--- config.mk ---
export PLATFORM = sky130hd
export DESIGN_NAME = modular_exponentiation_unit
export DESIGN_NICKNAME = d
export VERILOG_FILES = /design/src/design/mexp_pkg.sv /design/src/design/mexp_modmul.sv /design/src/design/modular_exponentiation_unit.sv
export VERILOG_INCLUDE_DIRS = /design/src /design/src/design
export SDC_FILE = /design/constraint.sdc
export NUM_CORES = 1
export LEC_CHECK = 0
export ABC_AREA = 0
export BUFFER_PORTS_ARGS = -buffer_cell sky130_fd_sc_hd__buf_2
export CAP_MARGIN = 30
export CORE_UTILIZATION = 30
export DETAILED_ROUTE_END_ITERATION = 6
export PLACE_DENSITY = 0.54
export SYNTH_ARGS = -nofsm -noshare
export SYNTH_HDL_FRONTEND = slang
export SYNTH_SLANG_ARGS = --single-unit
--- constraint.sdc ---
create_clock -name i_clk -period 15.62 [get_ports i_clk]
set_input_delay 1.562 -clock i_clk [delete_from_list [all_inputs] [get_ports i_clk]]
set_output_delay 1.562 -clock i_clk [all_outputs]
set_load 0.03 [all_outputs]
--- src/design/modular_exponentiation_unit_defines.svh ---
// Assertion macros shared by the modular exponentiation design files.
`ifndef MODULAR_EXPONENTIATION_UNIT_DEFINES_SVH
`define MODULAR_EXPONENTIATION_UNIT_DEFINES_SVH

// Same-cycle implication, disabled while reset is low.
`define MEXP_ASSERT_IMP(label, clk, rst_n, ante, cons) \
    label: assert property (@(posedge clk) disable iff (!rst_n) (ante) |-> (cons)) \
        else $error("modexp assertion failed");

// Next-cycle implication, disabled while reset is low.
`define MEXP_ASSERT_NEXT(label, clk, rst_n, ante, cons) \
    label: assert property (@(posedge clk) disable iff (!rst_n) (ante) |=> (cons)) \
        else $error("modexp assertion failed");

`endif

--- src/design/mexp_pkg.sv ---
// Shared constants and types of the modular exponentiation unit.
package mexp_pkg;

    localparam int WIDTH    = 16;
    localparam int MOD_W    = WIDTH + 1;
    localparam int PROD_W   = 2 * WIDTH;
    localparam int CNT_W    = $clog2(PROD_W);
    localparam int BIT_W    = $clog2(WIDTH);
    localparam int IDX_W    = 1;

    localparam logic [CNT_W-1:0] CNT_LAST = CNT_W'(PROD_W - 1);
    localparam logic [BIT_W-1:0] BIT_LAST = BIT_W'(WIDTH - 1);

    localparam logic [IDX_W-1:0] REG_EXPONENT = IDX_W'(0);
    localparam logic [IDX_W-1:0] REG_MODULUS  = IDX_W'(1);

    localparam logic [WIDTH-1:0] EXP_RESET = WIDTH'(1);
    localparam logic [WIDTH-1:0] MOD_RESET = WIDTH'(65535);

    // request to the shared modular multiplier
    typedef struct packed {
        logic             start;
        logic [WIDTH-1:0] a;
        logic [WIDTH-1:0] b;
        logic [MOD_W-1:0] modv;   // modulus, 2^WIDTH when the register holds zero
    } t_mm_req;

    typedef struct packed {
        logic             done;
        logic [WIDTH-1:0] res;
    } t_mm_rsp;

endpackage

--- src/design/mexp_modmul.sv ---
// Sequential modular multiplier: one product, then bit-serial restoring reduction.
`include "modular_exponentiation_unit_defines.svh"

module mexp_modmul (
    input  logic             i_clk,
    input  logic             i_rst_n,
    input  mexp_pkg::t_mm_req i_req,
    output mexp_pkg::t_mm_rsp o_rsp
);
    import mexp_pkg::*;

    typedef enum logic [1:0] {
        M_IDLE = 2'b01,
        M_RED  = 2'b10
    } t_mm_state;

    t_mm_state         r_state, n_state;
    logic [CNT_W-1:0]  r_cnt;
    logic [PROD_W-1:0] r_prod;
    logic [MOD_W-1:0]  r_mod;
    logic [WIDTH-1:0]  r_rem, n_rem;
    logic              r_done;
    logic [MOD_W-1:0]  trial;

    // shift in the next product bit; remainder stays below the modulus
    always_comb begin
        trial = {r_rem, r_prod[PROD_W-1]};
        if (trial >= r_mod) begin
            n_rem = WIDTH'(trial - r_mod);
        end else begin
            n_rem = trial[WIDTH-1:0];
        end
    end

    always_comb begin
        n_state = r_state;
        unique case (r_state)
            M_IDLE: begin
                if (i_req.start) begin
                    n_state = M_RED;
                end
            end
            M_RED: begin
                if (r_cnt == '0) begin
                    n_state = M_IDLE;
                end
            end
            default: n_state = M_IDLE;
        endcase
    end

    always_ff @(posedge i_clk) begin
        if (!i_rst_n) begin
            r_state <= M_IDLE;
            r_done  <= 1'b0;
        end else begin
            r_state <= n_state;
            r_done  <= (r_state == M_RED) && (r_cnt == '0);
        end
    end

    always_ff @(posedge i_clk) begin
        if (r_state == M_IDLE) begin
            if (i_req.start) begin
                r_prod <= PROD_W'(i_req.a) * PROD_W'(i_req.b);
                r_mod  <= i_req.modv;
                r_rem  <= '0;
                r_cnt  <= CNT_LAST;
            end
        end else begin
            r_prod <= {r_prod[PROD_W-2:0], 1'b0};
            r_rem  <= n_rem;
            r_cnt  <= r_cnt - CNT_W'(1);
        end
    end

    assign o_rsp.done = r_done;
    assign o_rsp.res  = r_rem;

    `MEXP_ASSERT_IMP(a_start_idle, i_clk, i_rst_n, i_req.start, r_state == M_IDLE)
    `MEXP_ASSERT_NEXT(a_start_red, i_clk, i_rst_n, i_req.start, (r_state == M_RED) && (r_cnt == CNT_LAST))
    `MEXP_ASSERT_IMP(a_res_reduced, i_clk, i_rst_n, r_done, {1'b0, r_rem} < r_mod)

endmodule

--- src/design/modular_exponentiation_unit.sv ---
// Top level of the modular exponentiation unit: value^exponent mod modulus.
//
//  channel | direction | handshake           | payload
//  --------+-----------+---------------------+-------------------------------
//  input   | in        | i_valid / o_stall   | i_value
//  output  | out       | o_valid / i_stall   | o_result
//  config  | in        | i_cfg_we            | i_cfg_index, i_cfg_data
//
// An item with exponent zero skips the multiplier; any other item uses the shared modular
// multiplier (one product, 32 reduction steps) 17 + popcount(exponent) times.
// Reset (synchronous, active low) loads exponent 1 and modulus 65535 and empties the output.
// o_stall is high from the accepting edge until the result moves to the output register.
// The output register holds its item under i_stall; the next item may be accepted meanwhile.
`include "modular_exponentiation_unit_defines.svh"

module modular_exponentiation_unit (
    input  logic                        i_clk,
    input  logic                        i_rst_n,
    input  logic                        i_valid,
    output logic                        o_stall,
    input  logic [mexp_pkg::WIDTH-1:0]  i_value,
    output logic                        o_valid,
    input  logic                        i_stall,
    output logic [mexp_pkg::WIDTH-1:0]  o_result,
    input  logic                        i_cfg_we,
    input  logic [mexp_pkg::IDX_W-1:0]  i_cfg_index,
    input  logic [mexp_pkg::WIDTH-1:0]  i_cfg_data
);
    import mexp_pkg::*;

    typedef enum logic [4:0] {
        S_IDLE = 5'b00001,
        S_BASE = 5'b00010,
        S_SQR  = 5'b00100,
        S_MUL  = 5'b01000,
        S_OUT  = 5'b10000
    } t_state;

    t_state            r_state, n_state;
    logic [WIDTH-1:0]  r_exp, r_mod;
    logic [WIDTH-1:0]  r_base, n_base;
    logic [WIDTH-1:0]  r_acc, n_acc;
    logic [BIT_W-1:0]  r_bit, n_bit;
    logic              r_out_valid;
    logic [WIDTH-1:0]  r_result;
    logic [MOD_W-1:0]  mod_full;
    logic [WIDTH-1:0]  acc_init;
    logic              in_acc;
    logic              out_load;
    t_mm_req           mm_req;
    t_mm_rsp           mm_rsp;

    assign mod_full = (r_mod == '0) ? (MOD_W'(1) << WIDTH) : {1'b0, r_mod};
    assign acc_init = (r_mod == WIDTH'(1)) ? '0 : WIDTH'(1);
    assign o_stall  = (r_state != S_IDLE);
    assign in_acc   = i_valid && !o_stall;
    assign out_load = (r_state == S_OUT) && (!r_out_valid || !i_stall);

    always_ff @(posedge i_clk) begin
        if (!i_rst_n) begin
            r_exp <= EXP_RESET;
            r_mod <= MOD_RESET;
        end else if (i_cfg_we) begin
            unique case (i_cfg_index)
                REG_EXPONENT: r_exp <= i_cfg_data;
                REG_MODULUS:  r_mod <= i_cfg_data;
                default: ;
            endcase
        end
    end

    // square-and-multiply sequencer, most significant exponent bit first
    always_comb begin
        n_state      = r_state;
        n_acc        = r_acc;
        n_base       = r_base;
        n_bit        = r_bit;
        mm_req.start = 1'b0;
        mm_req.a     = r_acc;
        mm_req.b     = r_acc;
        mm_req.modv  = mod_full;
        unique case (r_state)
            S_IDLE: begin
                if (in_acc) begin
                    if (r_exp == '0) begin
                        n_acc   = WIDTH'(1);
                        n_state = S_OUT;
                    end else begin
                        mm_req.start = 1'b1;
                        mm_req.a     = i_value;
                        mm_req.b     = WIDTH'(1);
                        n_state      = S_BASE;
                    end
                end
            end
            S_BASE: begin
                if (mm_rsp.done) begin
                    n_base       = mm_rsp.res;
                    n_acc        = acc_init;
                    n_bit        = BIT_LAST;
                    mm_req.start = 1'b1;
                    mm_req.a     = acc_init;
                    mm_req.b     = acc_init;
                    n_state      = S_SQR;
                end
            end
            S_SQR: begin
                if (mm_rsp.done) begin
                    n_acc = mm_rsp.res;
                    if (r_exp[r_bit]) begin
                        mm_req.start = 1'b1;
                        mm_req.a     = mm_rsp.res;
                        mm_req.b     = r_base;
                        n_state      = S_MUL;
                    end else if (r_bit == '0) begin
                        n_state = S_OUT;
                    end else begin
                        n_bit        = r_bit - BIT_W'(1);
                        mm_req.start = 1'b1;
                        mm_req.a     = mm_rsp.res;
                        mm_req.b     = mm_rsp.res;
                    end
                end
            end
            S_MUL: begin
                if (mm_rsp.done) begin
                    n_acc = mm_rsp.res;
                    if (r_bit == '0) begin
                        n_state = S_OUT;
                    end else begin
                        n_bit        = r_bit - BIT_W'(1);
                        mm_req.start = 1'b1;
                        mm_req.a     = mm_rsp.res;
                        mm_req.b     = mm_rsp.res;
                        n_state      = S_SQR;
                    end
                end
            end
            S_OUT: begin
                if (out_load) begin
                    n_state = S_IDLE;
                end
            end
            default: n_state = S_IDLE;
        endcase
    end

    always_ff @(posedge i_clk) begin
        if (!i_rst_n) begin
            r_state     <= S_IDLE;
            r_out_valid <= 1'b0;
        end else begin
            r_state <= n_state;
            if (out_load) begin
                r_out_valid <= 1'b1;
            end else if (!i_stall) begin
                r_out_valid <= 1'b0;
            end
        end
    end

    always_ff @(posedge i_clk) begin
        r_acc  <= n_acc;
        r_base <= n_base;
        r_bit  <= n_bit;
        if (out_load) begin
            r_result <= r_acc;
        end
    end

    mexp_modmul u_modmul (
        .i_clk   (i_clk),
        .i_rst_n (i_rst_n),
        .i_req   (mm_req),
        .o_rsp   (mm_rsp)
    );

    assign o_valid  = r_out_valid;
    assign o_result = r_result;

    `MEXP_ASSERT_NEXT(a_exp_zero, i_clk, i_rst_n, in_acc && (r_exp == '0), (r_state == S_OUT) && (r_acc == WIDTH'(1)))
    `MEXP_ASSERT_IMP(a_done_busy, i_clk, i_rst_n, mm_rsp.done, (r_state == S_BASE) || (r_state == S_SQR) || (r_state == S_MUL))
    `MEXP_ASSERT_IMP(a_mul_bit_set, i_clk, i_rst_n, r_state == S_MUL, r_exp[r_bit])

endmodule

==> flow_summary.toml <==
[status]
outcome = "finished clean"

[clock_network]
cts-buffers-inserted = 17
post_cts_sizing_count = 0
clockRootBuffer = "clkbuf_16"
clk_lat_worst_skew_ns = 0.48
tritoncts_clock_tree = "done"
clk_path_buf_depth = 2
number_of_clock_sinks = 163
ctsHtreeMaxLevel = 4
holdBufCountCts = 0
cts_setup_buffers = 0
cts.clk_slew.worst_paths_ns = 0.07

[die]
rows = 88
dieWidth_microns = 244
pin_count = 56
core_area_sq_um = 57700
initial_utilization = 0.304
chipHeight_microns = 244
die_area_sq_um = 59400

[yosys]
yosys.area.top_type = "fa_1"
postSynth.topFlopCell = "edfxtp_1"
asyncSetResetFlopFracSynth = 0
register_area_share_after_synthesis = 0.255
syn-cell-area_sq_um = 17500
synth.net_count = 2283
synth-edff-count = 121
yosysTopAreaCellShare = 0.223
number_of_synthesized_register_bits = 163
synth_warnings = 0
synth_area_per_cell_sq_um = 9.09
dominant_cells_by_area_after_synthesis = "fa_1 22%, edfxtp_1 21%, ha_1 8.8%"
synthCells = 1927
synth_cell_types = 79

[worst_setup_path]
worstPathBufferInverterCount = 6
cell_depth_of_the_worst_setup_path = 29
start_kind = "flop"
path_delay_family = "adder cells"
critPathKind = "flop to flop"
critPathRequiredTime_ns = 15.84
ff2ff_path_depth = 29
critical-path-top-cell-by-count = "fa_1"
worstPathArrival_ns = 9.58
worst-path-max-fanout = 19
cpPeakStageDelay_ns = 0.71
cp_slowest_cell = "or3b_2"
category_of_the_worst_setup_path_capture_point = "flop"

[worst_hold_path]
hold_class = "flop to flop"
hold-path-cell-count = 0

[flow_run]
drv.max_cap_violation_count = 0

[grt]
grt_start_max_net_pins = 52
grt_first_pass_wirelength_microns = 80600
first_global_vias = 14038
grt_overflow_total = 0
grt_antenna_before_repair = 0
grt_usage = 0.177

[timing]
unrepaired_setup_endpoints_after_global_routing = "no"
timing.slew.headroom = 0.280
clock_skew_ns = 0.0174
setup-violations-final = 0
final-hold-violation-count = 0
post-route-period-util = 0.599
max_slew.worst_pin.slew_ns = 1.08
final.min_clock_period_ns = 9.36
slew_viol_final = 0
timing.fmax_mhz = 107
final_sum_of_negative_setup_slack_ns = 0

[route]
drt_first_iter_violations = 926
postRouteWirelength_microns = 50700
avgRoutedWirePerCell_microns = 18.8
detailroute.via_count = 13563
ant_nets = 0
route.detailed.drc = 0
drt-pass1-iter-count = 5
route.detailed.vias_per_inst = 5.03

[place]
port-buffer-count = 55
detailedPlacementHpwl_microns = 39800
place_congestion = 0.937

[cells_and_area]
post_route_cells_drive_above_1_share = 0.0813
areaGrowthSynthToFinish_pct = 8.85
nNetsFinal = 2273
n_antenna_cell = 0
layout_commonest_cell = "inv_1"
mostFrequentLayoutCells = "265 x inv_1, 253 x nand2_1, 205 x nor2_1"
==> cells in the mapped netlist, drive strengths merged (5+ instances only) <==
cell type,instances
nor3,18
o211ai,13
a21o,28
o21bai,5
buf,37
nand2,259
and2,26
nor4,5
ha,123
nand3,36
xnor2,30
o31ai,10
a211oi,7
nand4,5
a21oi,107
nor2,212
fa,195
a211o,7
a21boi,22
o21ai,49
or4,9
dfxtp,42
edfxtp,121
nand2b,27
clkbuf,67
or3,8
mux2i,45
mux4,5
inv,265
nand3b,5
a221oi,10
o41ai,7
o21a,10
nor2b,12
a31oi,7
xor2,9
a2bb2oi,7
mux2,7
or2,18
a22o,15
==> area by class of cell <==
class                   instances  area (sq um)
clock buffers                  18           429
clock inverters                14           158
fillers                      5951         38600
inverters                     265           995
multi-input cells            1395         11600
flip-flops and latches        163          4470
well taps                     765           957
repair buffers                 75           453
==> routing by layer <==
layer | track usage | wire, microns | vias up | share of wire
met5 | 0 | 0 | - | 0
met4 | 0.0676 | 1640 | 0 | 0.032
met3 | 0.0257 | 2720 | 82 | 0.054
li1 | - | - | 6358 | -
met2 | 0.283 | 23400 | 391 | 0.46
met1 | 0.240 | 22900 | 6732 | 0.45
==> final timing paths <==
kind	slack, ns	to	startpoint
worst max-delay path	6.26	u_modmul.r_prod[28]$_DFFE_PP_	r_bit[0]$_SDFFCE_PP1P_
worst min-delay path	0.46	u_modmul.r_mod[5]$_SDFFCE_PP0P_	r_mod[5]$_SDFFE_PN1P_
worst max register to register	6.26	u_modmul.r_prod[28]$_DFFE_PP_	r_bit[0]$_SDFFCE_PP1P_
worst min register to register	0.46	u_modmul.r_mod[5]$_SDFFCE_PP0P_	r_mod[5]$_SDFFE_PN1P_
==> logic make-up after synthesis <==
| group | share of synthesized area |
|---|---|
| AO/OA/AOI/OAI | 0.128 |
| XOR/XNOR | 0.0195 |
| adder cells (fa/ha/maj) | 0.311 |
| buffers and inverters | 0.0839 |
| flip-flops | 0.255 |
| multiplexers | 0.0371 |
| AND/OR/NAND/NOR | 0.166 |
==> worst register-to-register path, delay by kind of cell (launching register included) <==
kind	cells	cell delay, ns
multiplexers	1	0.26
flip-flops	1	0.53
buffers and inverters	6	0.71
AO/OA/AOI/OAI	8	1.72
adder cells (fa/ha/maj)	8	3.77
AND/OR/NAND/NOR	6	2.11
==> metrics by stage <==
stage	hold WS, ns	area [sq um]	utilization	setup slack, ns	cells
2_1_floorplan	0.435	17500	-	7.41	1927
3_3_place_gp	0.443	18400	0.320	6.23	2661
3_5_place_dp	0.450	18500	0.320	6.04	2662
4_1_cts	0.467	19000	0.330	6.33	2694
5_1_grt	0.484	19100	0.330	5.77	2695
6_report	0.461	19100	0.330	6.26	2695
==> flip-flops by register name, indices dropped and copies added, names as in the netlist, 2 cells and up <==
| name | count |
|---|---|
| r_mod | 16 |
| u_modmul.r_prod | 32 |
| r_state | 5 |
| u_modmul.r_cnt | 5 |
| r_acc | 16 |
| o_result | 16 |
| u_modmul.r_state | 2 |
| r_base | 16 |
| u_modmul.r_mod | 17 |
| r_exp | 16 |
| r_bit | 4 |
| u_modmul.r_rem | 16 |
Power is not shown: default switching activity piles up to over one toggle a cycle in this logic, so the estimate is an artifact.
